**config.mk**
```make
export PLATFORM = sky130hd
export DESIGN_NAME = ipv4_udp_rx_validator_unit
export DESIGN_NICKNAME = d
export VERILOG_FILES = /design/src/rtl/iurv_pkg.sv /design/src/rtl/iurv_accum.sv /design/src/rtl/iurv_verdict.sv /design/src/rtl/ipv4_udp_rx_validator_unit.sv
export SDC_FILE = /design/constraint.sdc
export NUM_CORES = 1
export LEC_CHECK = 0
export ABC_AREA = 1
export BUFFER_PORTS_ARGS = -buffer_cell sky130_fd_sc_hd__buf_2
export CAP_MARGIN = 20
export CORE_UTILIZATION = 40
export DETAILED_ROUTE_END_ITERATION = 10
export MAX_ROUTING_LAYER = met4
export SYNTH_ARGS = -nofsm -noshare
export SYNTH_HDL_FRONTEND = slang
export SYNTH_SLANG_ARGS = --single-unit
```
**constraint.sdc**
```tcl
create_clock -name i_clk -period 11.69 [get_ports i_clk]
set_input_delay 0.5845 -clock i_clk [delete_from_list [all_inputs] [get_ports i_clk]]
set_output_delay 0.5845 -clock i_clk [all_outputs]
set_load 0.005 [all_outputs]
```
**src/rtl/iurv_pkg.sv**
```systemverilog
`timescale 1ns / 1ps
// ----------------------------------------------------------------------------
// iurv_pkg
// Shared types, constants and the one's-complement fold for the IPv4/UDP
// receive validator.
// ----------------------------------------------------------------------------
package iurv_pkg;

    // verdict codes, checked in this order
    typedef enum logic [2:0] {
        ERR_OK         = 3'd0,
        ERR_BAD_HDR    = 3'd1,
        ERR_TRUNC_HDR  = 3'd2,
        ERR_HDR_CSUM   = 3'd3,
        ERR_TRUNC_PKT  = 3'd4,
        ERR_PROTO      = 3'd5,
        ERR_TRUNC_UDP  = 3'd6,
        ERR_UDP_CSUM   = 3'd7
    } t_err_code;

    // widest byte count the summary can carry
    localparam int SUM_COUNT_WIDTH = 16;

    // header byte positions of interest
    localparam int POS_VER_IHL   = 0;
    localparam int POS_TLEN_HI   = 2;
    localparam int POS_TLEN_LO   = 3;
    localparam int POS_PROTO     = 9;
    localparam int POS_ADDR_LO   = 12;
    localparam int POS_ADDR_HI   = 18;
    localparam int UDP_LEN_OFS   = 4;

    localparam logic [3:0]  IP_VERSION_4  = 4'd4;
    localparam logic [7:0]  PROTO_UDP     = 8'd17;
    localparam logic [5:0]  MIN_HDR_BYTES = 6'd20;
    localparam logic [6:0]  UDP_HDR_BYTES = 7'd8;
    localparam logic [15:0] SUM_GOOD      = 16'hffff;

    // per-packet summary handed from the accumulator to the verdict stage
    typedef struct packed {
        logic [3:0]                 version;
        logic [3:0]                 header_words;
        logic [SUM_COUNT_WIDTH-1:0] byte_count;
        logic [15:0]                total_length;
        logic [7:0]                 protocol;
        logic [15:0]                ip_sum;
        logic [15:0]                udp_sum;
    } t_pkt_summary;

    // fold a sum of up to five 16-bit terms back to 16 bits, end-around carry
    function automatic logic [15:0] f_ones_fold(input logic [18:0] s);
        logic [16:0] t;
        begin
            t = {1'b0, s[15:0]} + {14'd0, s[18:16]};
            return t[15:0] + {15'd0, t[16]};
        end
    endfunction

endpackage

```
**src/rtl/iurv_accum.sv**
```systemverilog
`timescale 1ns / 1ps
// ----------------------------------------------------------------------------
// iurv_accum
// Input register, per-byte header capture and checksum accumulation, and the
// per-packet summary register loaded on the marked final byte.
// ----------------------------------------------------------------------------
module iurv_accum #(
    parameter int COUNT_WIDTH = 16
) (
    input  logic                  i_clk,
    input  logic                  i_rst_n,
    input  logic                  i_in_valid,
    output logic                  o_in_ready,
    input  logic [7:0]            i_in_byte,
    input  logic                  i_in_last,
    output logic                  o_sum_valid,
    input  logic                  i_sum_ready,
    output iurv_pkg::t_pkt_summary o_sum
);
    import iurv_pkg::*;

    localparam logic [COUNT_WIDTH-1:0] COUNT_MAX = '1;

    // input register
    logic       r_in_valid;
    logic [7:0] r_in_byte;
    logic       r_in_last;

    // packet state
    logic [COUNT_WIDTH-1:0] r_byte_count, n_byte_count;
    logic [3:0]             r_version, n_version;
    logic [3:0]             r_header_words, n_header_words;
    logic [15:0]            r_total_length, n_total_length;
    logic [7:0]             r_protocol, n_protocol;
    logic [15:0]            r_ip_sum, n_ip_sum;
    logic [15:0]            r_udp_sum, n_udp_sum;
    logic [7:0]             r_held, n_held;
    logic                   r_pending, n_pending;

    // summary register
    logic         r_sum_valid;
    t_pkt_summary r_sum;

    logic                   w_consume;
    logic                   w_sum_free;
    logic [COUNT_WIDTH-1:0] w_pos;
    logic [COUNT_WIDTH-1:0] w_wpos;
    logic                   w_take;
    logic [15:0]            w_word;
    logic [5:0]             w_hdr_bytes;
    logic [COUNT_WIDTH-1:0] w_hdr_pos;
    logic [COUNT_WIDTH-1:0] w_len_pos;
    logic                   w_in_hdr;
    logic                   w_in_addr;
    logic                   w_after_hdr;
    logic                   w_is_len;
    logic [15:0]            w_ip_add;
    logic [15:0]            w_proto_add;
    logic [15:0]            w_addr_add;
    logic [15:0]            w_body_add;
    logic [15:0]            w_len_add;

    // handshake: a final byte waits for room in the summary register
    assign w_sum_free = !r_sum_valid || i_sum_ready;
    assign w_consume  = r_in_valid && (!r_in_last || w_sum_free);
    assign o_in_ready = !r_in_valid || w_consume;

    // header field capture
    always_comb begin
        w_pos          = r_byte_count;
        n_version      = r_version;
        n_header_words = r_header_words;
        n_total_length = r_total_length;
        n_protocol     = r_protocol;
        if (w_pos == COUNT_WIDTH'(POS_VER_IHL)) begin
            n_version      = r_in_byte[7:4];
            n_header_words = r_in_byte[3:0];
        end
        if (w_pos == COUNT_WIDTH'(POS_TLEN_HI)) begin
            n_total_length = {r_in_byte, r_total_length[7:0]};
        end
        if (w_pos == COUNT_WIDTH'(POS_TLEN_LO)) begin
            n_total_length = {r_total_length[15:8], r_in_byte};
        end
        if (w_pos == COUNT_WIDTH'(POS_PROTO)) begin
            n_protocol = r_in_byte;
        end
    end

    // word pairing: a word completes on the second byte, or padded on a final odd byte
    always_comb begin
        w_take    = r_pending || r_in_last;
        w_wpos    = r_pending ? (w_pos - COUNT_WIDTH'(1)) : w_pos;
        w_word    = r_pending ? {r_held, r_in_byte} : {r_in_byte, 8'h00};
        n_pending = !r_pending;
        n_held    = r_pending ? r_held : r_in_byte;
        n_byte_count = (r_byte_count < COUNT_MAX) ? (r_byte_count + COUNT_WIDTH'(1))
                                                  : r_byte_count;
    end

    // route the completed word into the header and udp sums
    always_comb begin
        w_hdr_bytes = {n_header_words, 2'b00};
        w_hdr_pos   = COUNT_WIDTH'(w_hdr_bytes);
        w_len_pos   = COUNT_WIDTH'({1'b0, w_hdr_bytes} + 7'(UDP_LEN_OFS));
        w_in_hdr    = w_take && (w_wpos < w_hdr_pos);
        w_in_addr   = w_take && (w_wpos >= COUNT_WIDTH'(POS_ADDR_LO))
                             && (w_wpos <= COUNT_WIDTH'(POS_ADDR_HI));
        w_after_hdr = w_take && (w_wpos >= w_hdr_pos);
        w_is_len    = w_after_hdr && (w_wpos == w_len_pos);

        w_ip_add    = w_in_hdr ? w_word : 16'd0;
        w_proto_add = (w_pos == COUNT_WIDTH'(POS_PROTO)) ? {8'd0, r_in_byte} : 16'd0;
        w_addr_add  = w_in_addr ? w_word : 16'd0;
        w_body_add  = w_after_hdr ? w_word : 16'd0;
        w_len_add   = w_is_len ? w_word : 16'd0;

        n_ip_sum  = f_ones_fold({3'd0, r_ip_sum} + {3'd0, w_ip_add});
        n_udp_sum = f_ones_fold({3'd0, r_udp_sum} + {3'd0, w_proto_add}
                              + {3'd0, w_addr_add} + {3'd0, w_body_add}
                              + {3'd0, w_len_add});
    end

    // input register
    always_ff @(posedge i_clk) begin
        if (!i_rst_n) begin
            r_in_valid <= 1'b0;
        end else if (o_in_ready) begin
            r_in_valid <= i_in_valid;
        end
        if (o_in_ready && i_in_valid) begin
            r_in_byte <= i_in_byte;
            r_in_last <= i_in_last;
        end
    end

    // packet state, cleared when the final byte of each packet is consumed
    always_ff @(posedge i_clk) begin
        if (!i_rst_n || (w_consume && r_in_last)) begin
            r_byte_count   <= '0;
            r_version      <= '0;
            r_header_words <= '0;
            r_total_length <= '0;
            r_protocol     <= '0;
            r_ip_sum       <= '0;
            r_udp_sum      <= '0;
            r_held         <= '0;
            r_pending      <= 1'b0;
        end else if (w_consume) begin
            r_byte_count   <= n_byte_count;
            r_version      <= n_version;
            r_header_words <= n_header_words;
            r_total_length <= n_total_length;
            r_protocol     <= n_protocol;
            r_ip_sum       <= n_ip_sum;
            r_udp_sum      <= n_udp_sum;
            r_held         <= n_held;
            r_pending      <= n_pending;
        end
    end

    // summary register
    always_ff @(posedge i_clk) begin
        if (!i_rst_n) begin
            r_sum_valid <= 1'b0;
        end else if (w_sum_free) begin
            r_sum_valid <= w_consume && r_in_last;
        end
        if (w_consume && r_in_last) begin
            r_sum.version      <= n_version;
            r_sum.header_words <= n_header_words;
            r_sum.byte_count   <= SUM_COUNT_WIDTH'(n_byte_count);
            r_sum.total_length <= n_total_length;
            r_sum.protocol     <= n_protocol;
            r_sum.ip_sum       <= n_ip_sum;
            r_sum.udp_sum      <= n_udp_sum;
        end
    end

    assign o_sum_valid = r_sum_valid;
    assign o_sum       = r_sum;

endmodule

```
**src/rtl/iurv_verdict.sv**
```systemverilog
`timescale 1ns / 1ps
// ----------------------------------------------------------------------------
// iurv_verdict
// Turns a packet summary into the error code and payload placement, held in
// the result register until the downstream side takes it.
// ----------------------------------------------------------------------------
module iurv_verdict (
    input  logic                   i_clk,
    input  logic                   i_rst_n,
    input  logic                   i_sum_valid,
    output logic                   o_sum_ready,
    input  iurv_pkg::t_pkt_summary i_sum,
    output logic                   o_res_valid,
    input  logic                   i_res_ready,
    output iurv_pkg::t_err_code    o_error_code,
    output logic [15:0]            o_payload_length,
    output logic [6:0]             o_payload_offset
);
    import iurv_pkg::*;

    logic        r_res_valid;
    t_err_code   r_code, n_code;
    logic [15:0] r_plen, n_plen;
    logic [6:0]  r_poff, n_poff;

    logic [5:0]  w_hdr;
    logic [6:0]  w_body_ofs;
    logic [15:0] w_hdr16;
    logic [15:0] w_ofs16;

    assign o_sum_ready = !r_res_valid || i_res_ready;

    // checks in priority order
    always_comb begin
        w_hdr      = {i_sum.header_words, 2'b00};
        w_body_ofs = {1'b0, w_hdr} + UDP_HDR_BYTES;
        w_hdr16    = 16'(w_hdr);
        w_ofs16    = 16'(w_body_ofs);
        if (i_sum.version != IP_VERSION_4 || w_hdr < MIN_HDR_BYTES) begin
            n_code = ERR_BAD_HDR;
        end else if (i_sum.byte_count < w_hdr16) begin
            n_code = ERR_TRUNC_HDR;
        end else if (i_sum.ip_sum != SUM_GOOD) begin
            n_code = ERR_HDR_CSUM;
        end else if (i_sum.byte_count < i_sum.total_length) begin
            n_code = ERR_TRUNC_PKT;
        end else if (i_sum.protocol != PROTO_UDP) begin
            n_code = ERR_PROTO;
        end else if (i_sum.byte_count < w_ofs16) begin
            n_code = ERR_TRUNC_UDP;
        end else if (i_sum.udp_sum != SUM_GOOD) begin
            n_code = ERR_UDP_CSUM;
        end else begin
            n_code = ERR_OK;
        end
    end

    // payload placement, zero on any error
    always_comb begin
        n_plen = 16'd0;
        n_poff = 7'd0;
        if (n_code == ERR_OK) begin
            n_poff = w_body_ofs;
            n_plen = (i_sum.total_length > w_ofs16) ? (i_sum.total_length - w_ofs16)
                                                    : 16'd0;
        end
    end

    // result register
    always_ff @(posedge i_clk) begin
        if (!i_rst_n) begin
            r_res_valid <= 1'b0;
        end else if (o_sum_ready) begin
            r_res_valid <= i_sum_valid;
        end
        if (o_sum_ready && i_sum_valid) begin
            r_code <= n_code;
            r_plen <= n_plen;
            r_poff <= n_poff;
        end
    end

    assign o_res_valid      = r_res_valid;
    assign o_error_code     = r_code;
    assign o_payload_length = r_plen;
    assign o_payload_offset = r_poff;

endmodule

```
**src/rtl/ipv4_udp_rx_validator_unit.sv**
```systemverilog
`timescale 1ns / 1ps
// ----------------------------------------------------------------------------
// ipv4_udp_rx_validator_unit
// IPv4/UDP receive validator: header, length and checksum checks per packet.
// ----------------------------------------------------------------------------
// Takes one packet byte per cycle on the slave stream, starting at the first
// IP header byte, with tlast on the final byte. After the final byte it gives
// one verdict transfer on the master stream: the first failing check (bad
// version or header length, truncated header, header checksum, truncated
// packet, not UDP, truncated UDP header, UDP checksum) or zero, with payload
// length and offset on success. Bytes are taken back to back at one per
// cycle; only a final byte can wait, and only while both the summary and the
// result registers are full and the master side is not ready. After the
// edge that takes the final byte, the verdict passes the input register,
// the summary register and the result register before it can transfer.
// The byte counter is COUNT_WIDTH bits and saturates, so longer packets
// report as truncated when the total length exceeds its range.
// ----------------------------------------------------------------------------
module ipv4_udp_rx_validator_unit #(
    parameter int COUNT_WIDTH = 16
) (
    input  logic        i_clk,
    input  logic        i_rst_n,
    // slave stream
    input  logic        i_s_axis_tvalid,
    output logic        o_s_axis_tready,
    input  logic [7:0]  i_s_axis_tdata,   // [7:0] packet_byte
    input  logic        i_s_axis_tlast,   // last_byte
    // master stream
    output logic        o_m_axis_tvalid,
    input  logic        i_m_axis_tready,
    output logic [31:0] o_m_axis_tdata    // [2:0] error_code, [18:3] payload_length,
                                          // [25:19] payload_offset, [31:26] zero
);
    import iurv_pkg::*;

    logic         w_sum_valid;
    logic         w_sum_ready;
    t_pkt_summary w_sum;
    t_err_code    w_code;
    logic [15:0]  w_plen;
    logic [6:0]   w_poff;

    // byte accumulation and per-packet summary
    iurv_accum #(
        .COUNT_WIDTH (COUNT_WIDTH)
    ) u_accum (
        .i_clk       (i_clk),
        .i_rst_n     (i_rst_n),
        .i_in_valid  (i_s_axis_tvalid),
        .o_in_ready  (o_s_axis_tready),
        .i_in_byte   (i_s_axis_tdata),
        .i_in_last   (i_s_axis_tlast),
        .o_sum_valid (w_sum_valid),
        .i_sum_ready (w_sum_ready),
        .o_sum       (w_sum)
    );

    // verdict and result register
    iurv_verdict u_verdict (
        .i_clk            (i_clk),
        .i_rst_n          (i_rst_n),
        .i_sum_valid      (w_sum_valid),
        .o_sum_ready      (w_sum_ready),
        .i_sum            (w_sum),
        .o_res_valid      (o_m_axis_tvalid),
        .i_res_ready      (i_m_axis_tready),
        .o_error_code     (w_code),
        .o_payload_length (w_plen),
        .o_payload_offset (w_poff)
    );

    // pack result fields, lowest first
    assign o_m_axis_tdata = {6'd0, w_poff, w_plen, w_code};

endmodule

```
==> reports/results.tsv, run 1 <==
stage	metric	value	unit
run_status	run status	finished, final reports clean	
clock_tree	Worst-path clk slew	0.06	ns
layout	nets	2190	
layout	Inserted Diodes	0	
worst_setup_path	Setup Crit Path Kind	flop to flop	
global_routing	M1 GR Usage	0.270	
clock_tree	post-cts sizing count	0	
die	row cnt	70	
logic_synthesis	Synth area leaders	edfxtp_1, dfxtp_1, nand2_1, inv_1, ha_1	
worst_setup_path	Reg-to-Reg Start	u_accum.r_byte_count[10]	
logic_synthesis	Primary FF master, synth	edfxtp_1	
route	DR pass1 iterations	6	
logic_synthesis	YS warnings	0	
sta	Max transition margin	0.328	
die	Initial Utilization	0.406	
logic_synthesis	Avg Inst Size Synth	7.33	µm²
power	VDD IR-drop max	0.103	mV
logic_synthesis	post-synthesis cell area	14900	µm²
logic_synthesis	EDFF count, synth	113	
sta	final worst-path cycle share	0.835	
global_routing	Most Used Layer, Global Route	met2	
clock_tree	H-Tree Depth	1	
global_routing	met2 Use GR	0.358	
power	PD cells	121	nW/µm²
global_routing	initial antenna violation count	0	
logic_synthesis	synthesized instance count	2026	
logic_synthesis	post-synth cell types	48	
placed_design	Post-DP HPWL	30100	µm
sta	Final min period	9.76	ns
clock_tree	cts bufs inserted	24	
min_path	HP Class	primary input to flop	
logic_synthesis	most common cell in the synthesized netlist	nand2_1	
run	max-cap violations	0	
clock_tree	CTS Root Cell	clkbuf_16	
sta	RSZ-0062 raised after global routing	no	
die	chip height	195	µm
logic_synthesis	post-synth top area share	0.228	
power	leakage	0.00780	µW
die	Core Box Area	36600	µm²
clock_tree	# clock sinks	205	
logic_synthesis	cell taking the most area after synthesis	edfxtp_1	
worst_setup_path	WP data arrival	10.04	ns
placed_design	routability congestion estimate	0.937	
worst_setup_path	crit-path max FO	17	
global_routing	first-pass GRT wire length	62700	µm
route	vias per inst	5.03	
global_routing	vias in the first global route	12300	
sta	Slew Limit Fails	0	
worst_setup_path	CP max stage cell	fa_1	
min_path	Worst Hold Launch	i_s_axis_tdata[1]	
layout	share of post-route cells with drive strength above 1	0.0729	
worst_setup_path	CP endpoint kind	flop	
sta	setup TNS	0	ns
logic_synthesis	register area share after synthesis	0.352	
global_routing	global-route usage over all layers	0.211	
clock_tree	# Post-CTS Setup Buffers	0	
sta	Hold Vio Cnt, Final	0	
clock_tree	TritonCTS clock tree	done	
route	final WL	38200	µm
clock_tree	clock buffer depth	3	
sta	Worst-Margin Slew	1.01	ns
worst_setup_path	Slowest Stage Delay on Critical Path	0.47	ns
die	Die X-Extent	195	µm
worst_setup_path	crit start category	flop	
die	Ports	47	
worst_setup_path	most frequent CP cell	nor2_1	
clock_tree	latest clock arrival within the worst-skew pair	0.54	ns
logic_synthesis	Synth async-reset ratio	0	
placed_design	port buffer count	38	
worst_setup_path	CP startpoint	u_accum.r_byte_count[10]	
die	total die area	37900	µm²
route	via count	12800	
worst_setup_path	worst path required time	11.97	ns
route	post-route ant nets	0	
route	Initial DRC Count	662	
sta	Fmax achieved	0.102	GHz
sta	Max Clock Skew	0.0246	ns
global_routing	met3 Usage GRT	0.0179	
global_routing	remaining global-route overflow	0	
route	DRC	0	
route	wire per inst	15.1	µm
logic_synthesis	FF+latch count, synth	205	
sta	final setup violating endpoints	0	
logic_synthesis	top post-synthesis cells by count	nand2_1, inv_1, nor2_1, o21ai_0, nand3_1	
layout	Util after Layout	0.445	
global_routing	largest net degree at the start of global routing	96	
clock_tree	hold_buf cts	0	
layout	area delta synth->final	9.55	%
[kinds of logic after synthesis]
kind of cell | after synthesis | synth area share
XOR/XNOR | 68 | 0.0401
adder cells (fa/ha/maj) | 123 | 0.122
flip-flops | 205 | 0.352
AND/OR/NAND/NOR | 926 | 0.274
other | 1 | 0.000252
AO/OA/AOI/OAI | 272 | 0.0983
buffers and inverters | 431 | 0.114
[flip-flops by register name (all words and copies together) (netlist names)]
signal and flops:
u_accum.o_sum_valid 1, u_verdict.o_payload_offset 5, u_accum.r_in_byte 8, u_verdict.o_payload_length 16, u_accum.r_protocol 8, u_verdict.o_error_code 3, u_accum.r_held 8, u_accum.r_header_words 4
u_accum.o_sum 80, u_accum.r_total_length 16, u_accum.r_pending 1, u_accum.r_byte_count 16, u_accum.r_in_last 1, u_accum.r_in_valid 1, u_accum.r_ip_sum 16, u_accum.r_version 4
u_accum.r_udp_sum 16, u_verdict.o_res_valid 1
[worst max-delay path, delay by kind of cell (launching register included)]
kind / cells / cell delay, ns
buffers and inverters: 5 / 0.39
adders and majority gates: 7 / 2.33
AOI/OAI and AO/OA: 8 / 1.65
DFF: 1 / 0.36
xor gates and xnor gates: 2 / 0.34
and+or+nand+nor: 30 / 4.44
[per-stage QoR]
| stage | power [µW] | hold WS (ns) | instances | instance area [µm²] | setup WS, ns |
|---|---|---|---|---|---|
| detailed placement | 1230 | 0.454 | 2495 | 15500 | 2.04 |
| finish | 1970 | 0.213 | 2540 | 16300 | 1.93 |
| global route | 2080 | 0.188 | 2540 | 16300 | 0.658 |
| floorplan | 1130 | 0.429 | 2033 | 14900 | 3.17 |
| CTS | 1990 | 0.191 | 2539 | 16300 | 1.99 |
| global placement | 1230 | 0.442 | 2495 | 15500 | 2.29 |
[path summary, 6_finish.rpt]
kind	endpoint	slack, ns	cells past startpoint
max	u_accum.o_sum[14]	1.93	52
max reg2reg	u_accum.o_sum[14]	1.93	52
min	u_accum.r_in_byte[1]	0.21	1
min reg2reg	u_accum.r_held[0]	0.46	2
[layer usage]
| metal | vias to the layer above | part of all wire |
|---|---|---|
| met5 | - | 0 |
| met2 | 267 | 0.48 |
| li1 | 6558 | - |
| met1 | 5900 | 0.46 |
| met3 | 50 | 0.043 |
| met4 | 0 | 0.024 |
[cells in the final DEF (no fill, tap or decap), types with 5 or more instances in the layout]
cell       netlist  routed
a211oi_1        10      10
a21oi_1         99      99
a31oi_1          5       5
buf_2            0      38
buf_4           10       9
clkbuf_16        0      24
clkinv_2         0       6
conb_1           1       8
dfxtp_1         92      92
edfxtp_1       113     113
fa_1            36      36
ha_1            87      87
inv_1          368     367
inv_2            8      10
nand2_1        418     416
nand2_2          7       9
nand3_1        123     123
nand4_1         47      47
nor2_1         235     234
nor2_2          17      18
nor3_1          34      34
nor3_2          12      12
nor4_1          15      14
o21ai_0        135     135
o21bai_1         6       6
xnor2_1         14      14
xor2_1          54      54
[where the power goes]
part | internal, µW | switching [µW]
Combinational | 121 | 283
Sequential | 798 | 24.2
Clock | 437 | 309
[area by class of cell]
cell class | instances | area [µm²]
fillers | 3729 | 20300
multi-input cells | 1397 | 7980
flip-flops and latches | 205 | 5240
inverters | 379 | 1430
clock buffers | 28 | 636
well taps | 468 | 586
repair buffers | 47 | 258
clock inverters | 16 | 163
(Power assumes the default switching activity.)
==> inputs of run 2 (changes only) <==
==> constraint.sdc (replaced) <==
create_clock -name i_clk -period 9.3 [get_ports i_clk]
set_input_delay 0.465 -clock i_clk [delete_from_list [all_inputs] [get_ports i_clk]]
set_output_delay 0.465 -clock i_clk [all_outputs]
set_load 0.005 [all_outputs]
==> run 2 against run 1 <==
  * Worst setup slack worse by 1.4 ns
  * Clock skew is 0.015 ns lower
  * Clock-buffer cell count grew 1
  * Cell count increased by 1.6%
  * Flip-flop and latch count is the same
  * Global-route usage grew 0.28 points
  * Non-clock buffer count increased by 37
  * Maximum frequency grew 12%
  * Largest cell class unchanged
==> reports/results.tsv, run 2 (synthesized netlist as in run 1, its figures left out) <==
stage	metric	value	unit
run_status	run status	finished, final reports clean	
global_routing	met3 Usage GRT	0.0208	
power	Comb pwr share	0.217	
layout	most frequent cells in the layout	nand2_1, inv_1, nor2_1	
global_routing	vias in the first global route	12300	
worst_setup_path	crit-path max FO	17	
clock_tree	cts bufs inserted	25	
power	leakage	0.00804	µW
die	chip height	195	µm
global_routing	remaining global-route overflow	0	
power	Clk pwr share	0.385	
clock_tree	TritonCTS clock tree	done	
global_routing	Most Used Layer, Global Route	met2	
worst_setup_path	CP max stage cell	fa_1	
route	via count	13000	
clock_tree	hold_buf cts	0	
power	Final Power	2590	µW
worst_setup_path	worst path buffer plus inverter count	8	
sta	Max Clock Skew	0.00910	ns
power	PD cells	153	nW/µm²
worst_setup_path	Setup Crit Path Kind	flop to flop	
global_routing	initial antenna violation count	0	
worst_setup_path	WP data arrival	9.03	ns
die	row cnt	70	
clock_tree	latest clock arrival within the worst-skew pair	0.55	ns
worst_setup_path	CP endpoint kind	flop	
placed_design	routability congestion estimate	0.955	
sta	Max transition margin	0.297	
die	Initial Utilization	0.406	
min_path	HP Class	primary input to flop	
layout	nets	2229	
clock_tree	# clock sinks	205	
route	wire per inst	15.1	µm
sta	Hold Vio Cnt, Final	0	
die	Die X-Extent	195	µm
worst_setup_path	Slowest Stage Delay on Critical Path	0.53	ns
placed_design	placed cell area	15600	µm²
worst_setup_path	crit start category	flop	
sta	Fmax achieved	0.115	GHz
layout	share of post-route cells with drive strength above 1	0.117	
clock_tree	Worst-path clk slew	0.06	ns
power	internal power	1770	µW
route	Initial DRC Count	837	
global_routing	global-route usage over all layers	0.214	
layout	area delta synth->final	13.8	%
sta	final setup violating endpoints	0	
global_routing	largest net degree at the start of global routing	96	
route	post-route ant nets	0	
sta	Final min period	8.72	ns
route	final WL	39000	µm
layout	Inserted Diodes	0	
layout	cell area after layout	16900	µm²
die	Core Box Area	36600	µm²
power	VDD IR-drop max	0.117	mV
layout	fill cell count	3643	
global_routing	met2 Use GR	0.358	
layout	max reg flops	80	
die	Ports	47	
route	DRC	0	
placed_design	Post-DP HPWL	30000	µm
worst_setup_path	most frequent CP cell	nor2_2	
global_routing	first-pass GRT wire length	63500	µm
route	DR pass1 iterations	7	
die	total die area	37900	µm²
worst_setup_path	crit-path leading delay family	simple AND/OR/NAND/NOR gates	
power	sequential share of power	0.398	
clock_tree	H-Tree Depth	1	
clock_tree	clock buffer depth	3	
power	switch share	0.317	
sta	Slew Limit Fails	0	
sta	Worst-Margin Slew	1.05	ns
sta	final worst-path cycle share	0.938	
layout	area of the multi-input gates	8250	µm²
global_routing	M1 GR Usage	0.274	
layout	commonest non-fill, non-tap cell in the layout	nand2_1	
placed_design	port buffer count	38	
clock_tree	CTS Root Cell	clkbuf_16	
worst_setup_path	worst path required time	9.61	ns
layout	Register Area	5240	µm²
power	switching power	819	µW
route	vias per inst	5.06	
run	max-cap violations	0	
-- run 2: final timing paths --
kind / to / cells after the start / slack [ns] / from
worst max register to register: u_accum.o_sum[14] / 56 / 0.58 / u_accum.r_byte_count[11]
worst max-delay path: u_accum.o_sum[14] / 56 / 0.58 / u_accum.r_byte_count[11]
worst min register to register: u_accum.r_held[4] / 2 / 0.47 / u_accum.r_held[4]
worst min-delay path: u_accum.r_in_byte[2] / 1 / 0.08 / i_s_axis_tdata[2]
-- run 2: timing repair --
| item | in CTS | in global routing |
|---|---|---|
| setup buffers | 2 | 14 |
| setup endpoints to repair | 1 | 25 |
| gates resized for setup | 0 | 78 |
| pin swaps | 1 | 25 |
| cloned | 0 | 1 |
-- run 2: area by class of cell --
class	instances	share of cell area
timing repair buffer	84	0.0329
timing repair inverter	1	0.000518
multi-input combinational	1397	0.488
clock buffer	29	0.0379
clock inverter	17	0.0112
tap	468	0.0346
inverter	379	0.0850
sequential	205	0.310
-- run 2: power by group through the flow --
| stage | clock (µW) | sequential [µW] | combinational (µW) |
|---|---|---|---|
| after floorplan | 0 | 1040 | 383 |
| after global placement | 0 | 1050 | 509 |
| after detailed placement | 0 | 1050 | 512 |
| after CTS | 1020 | 1030 | 519 |
| after global routing | 1050 | 1030 | 633 |
| final | 995 | 1030 | 561 |
-- run 2: metal layers --
layer / wire (µm) / vias up
met3: 1820 / 65
met1: 17600 / 6054
met5: 0 / -
li1: - / 6633
met4: 974 / 0
met2: 18600 / 291
-- run 2: through the flow --
step                      setup TNS [ns]  cells  hold slack [ns]   util  setup WS, ns
after floorplan                        0   2033            0.429      -         0.781
after global routing              -0.234   2580           0.0650  0.462       -0.0704
final                                  0   2580           0.0814  0.462         0.576
after CTS                              0   2564           0.0574  0.450        0.0271
after detailed placement               0   2516            0.455  0.427        0.0358
after global placement                 0   2516            0.448  0.427         0.218
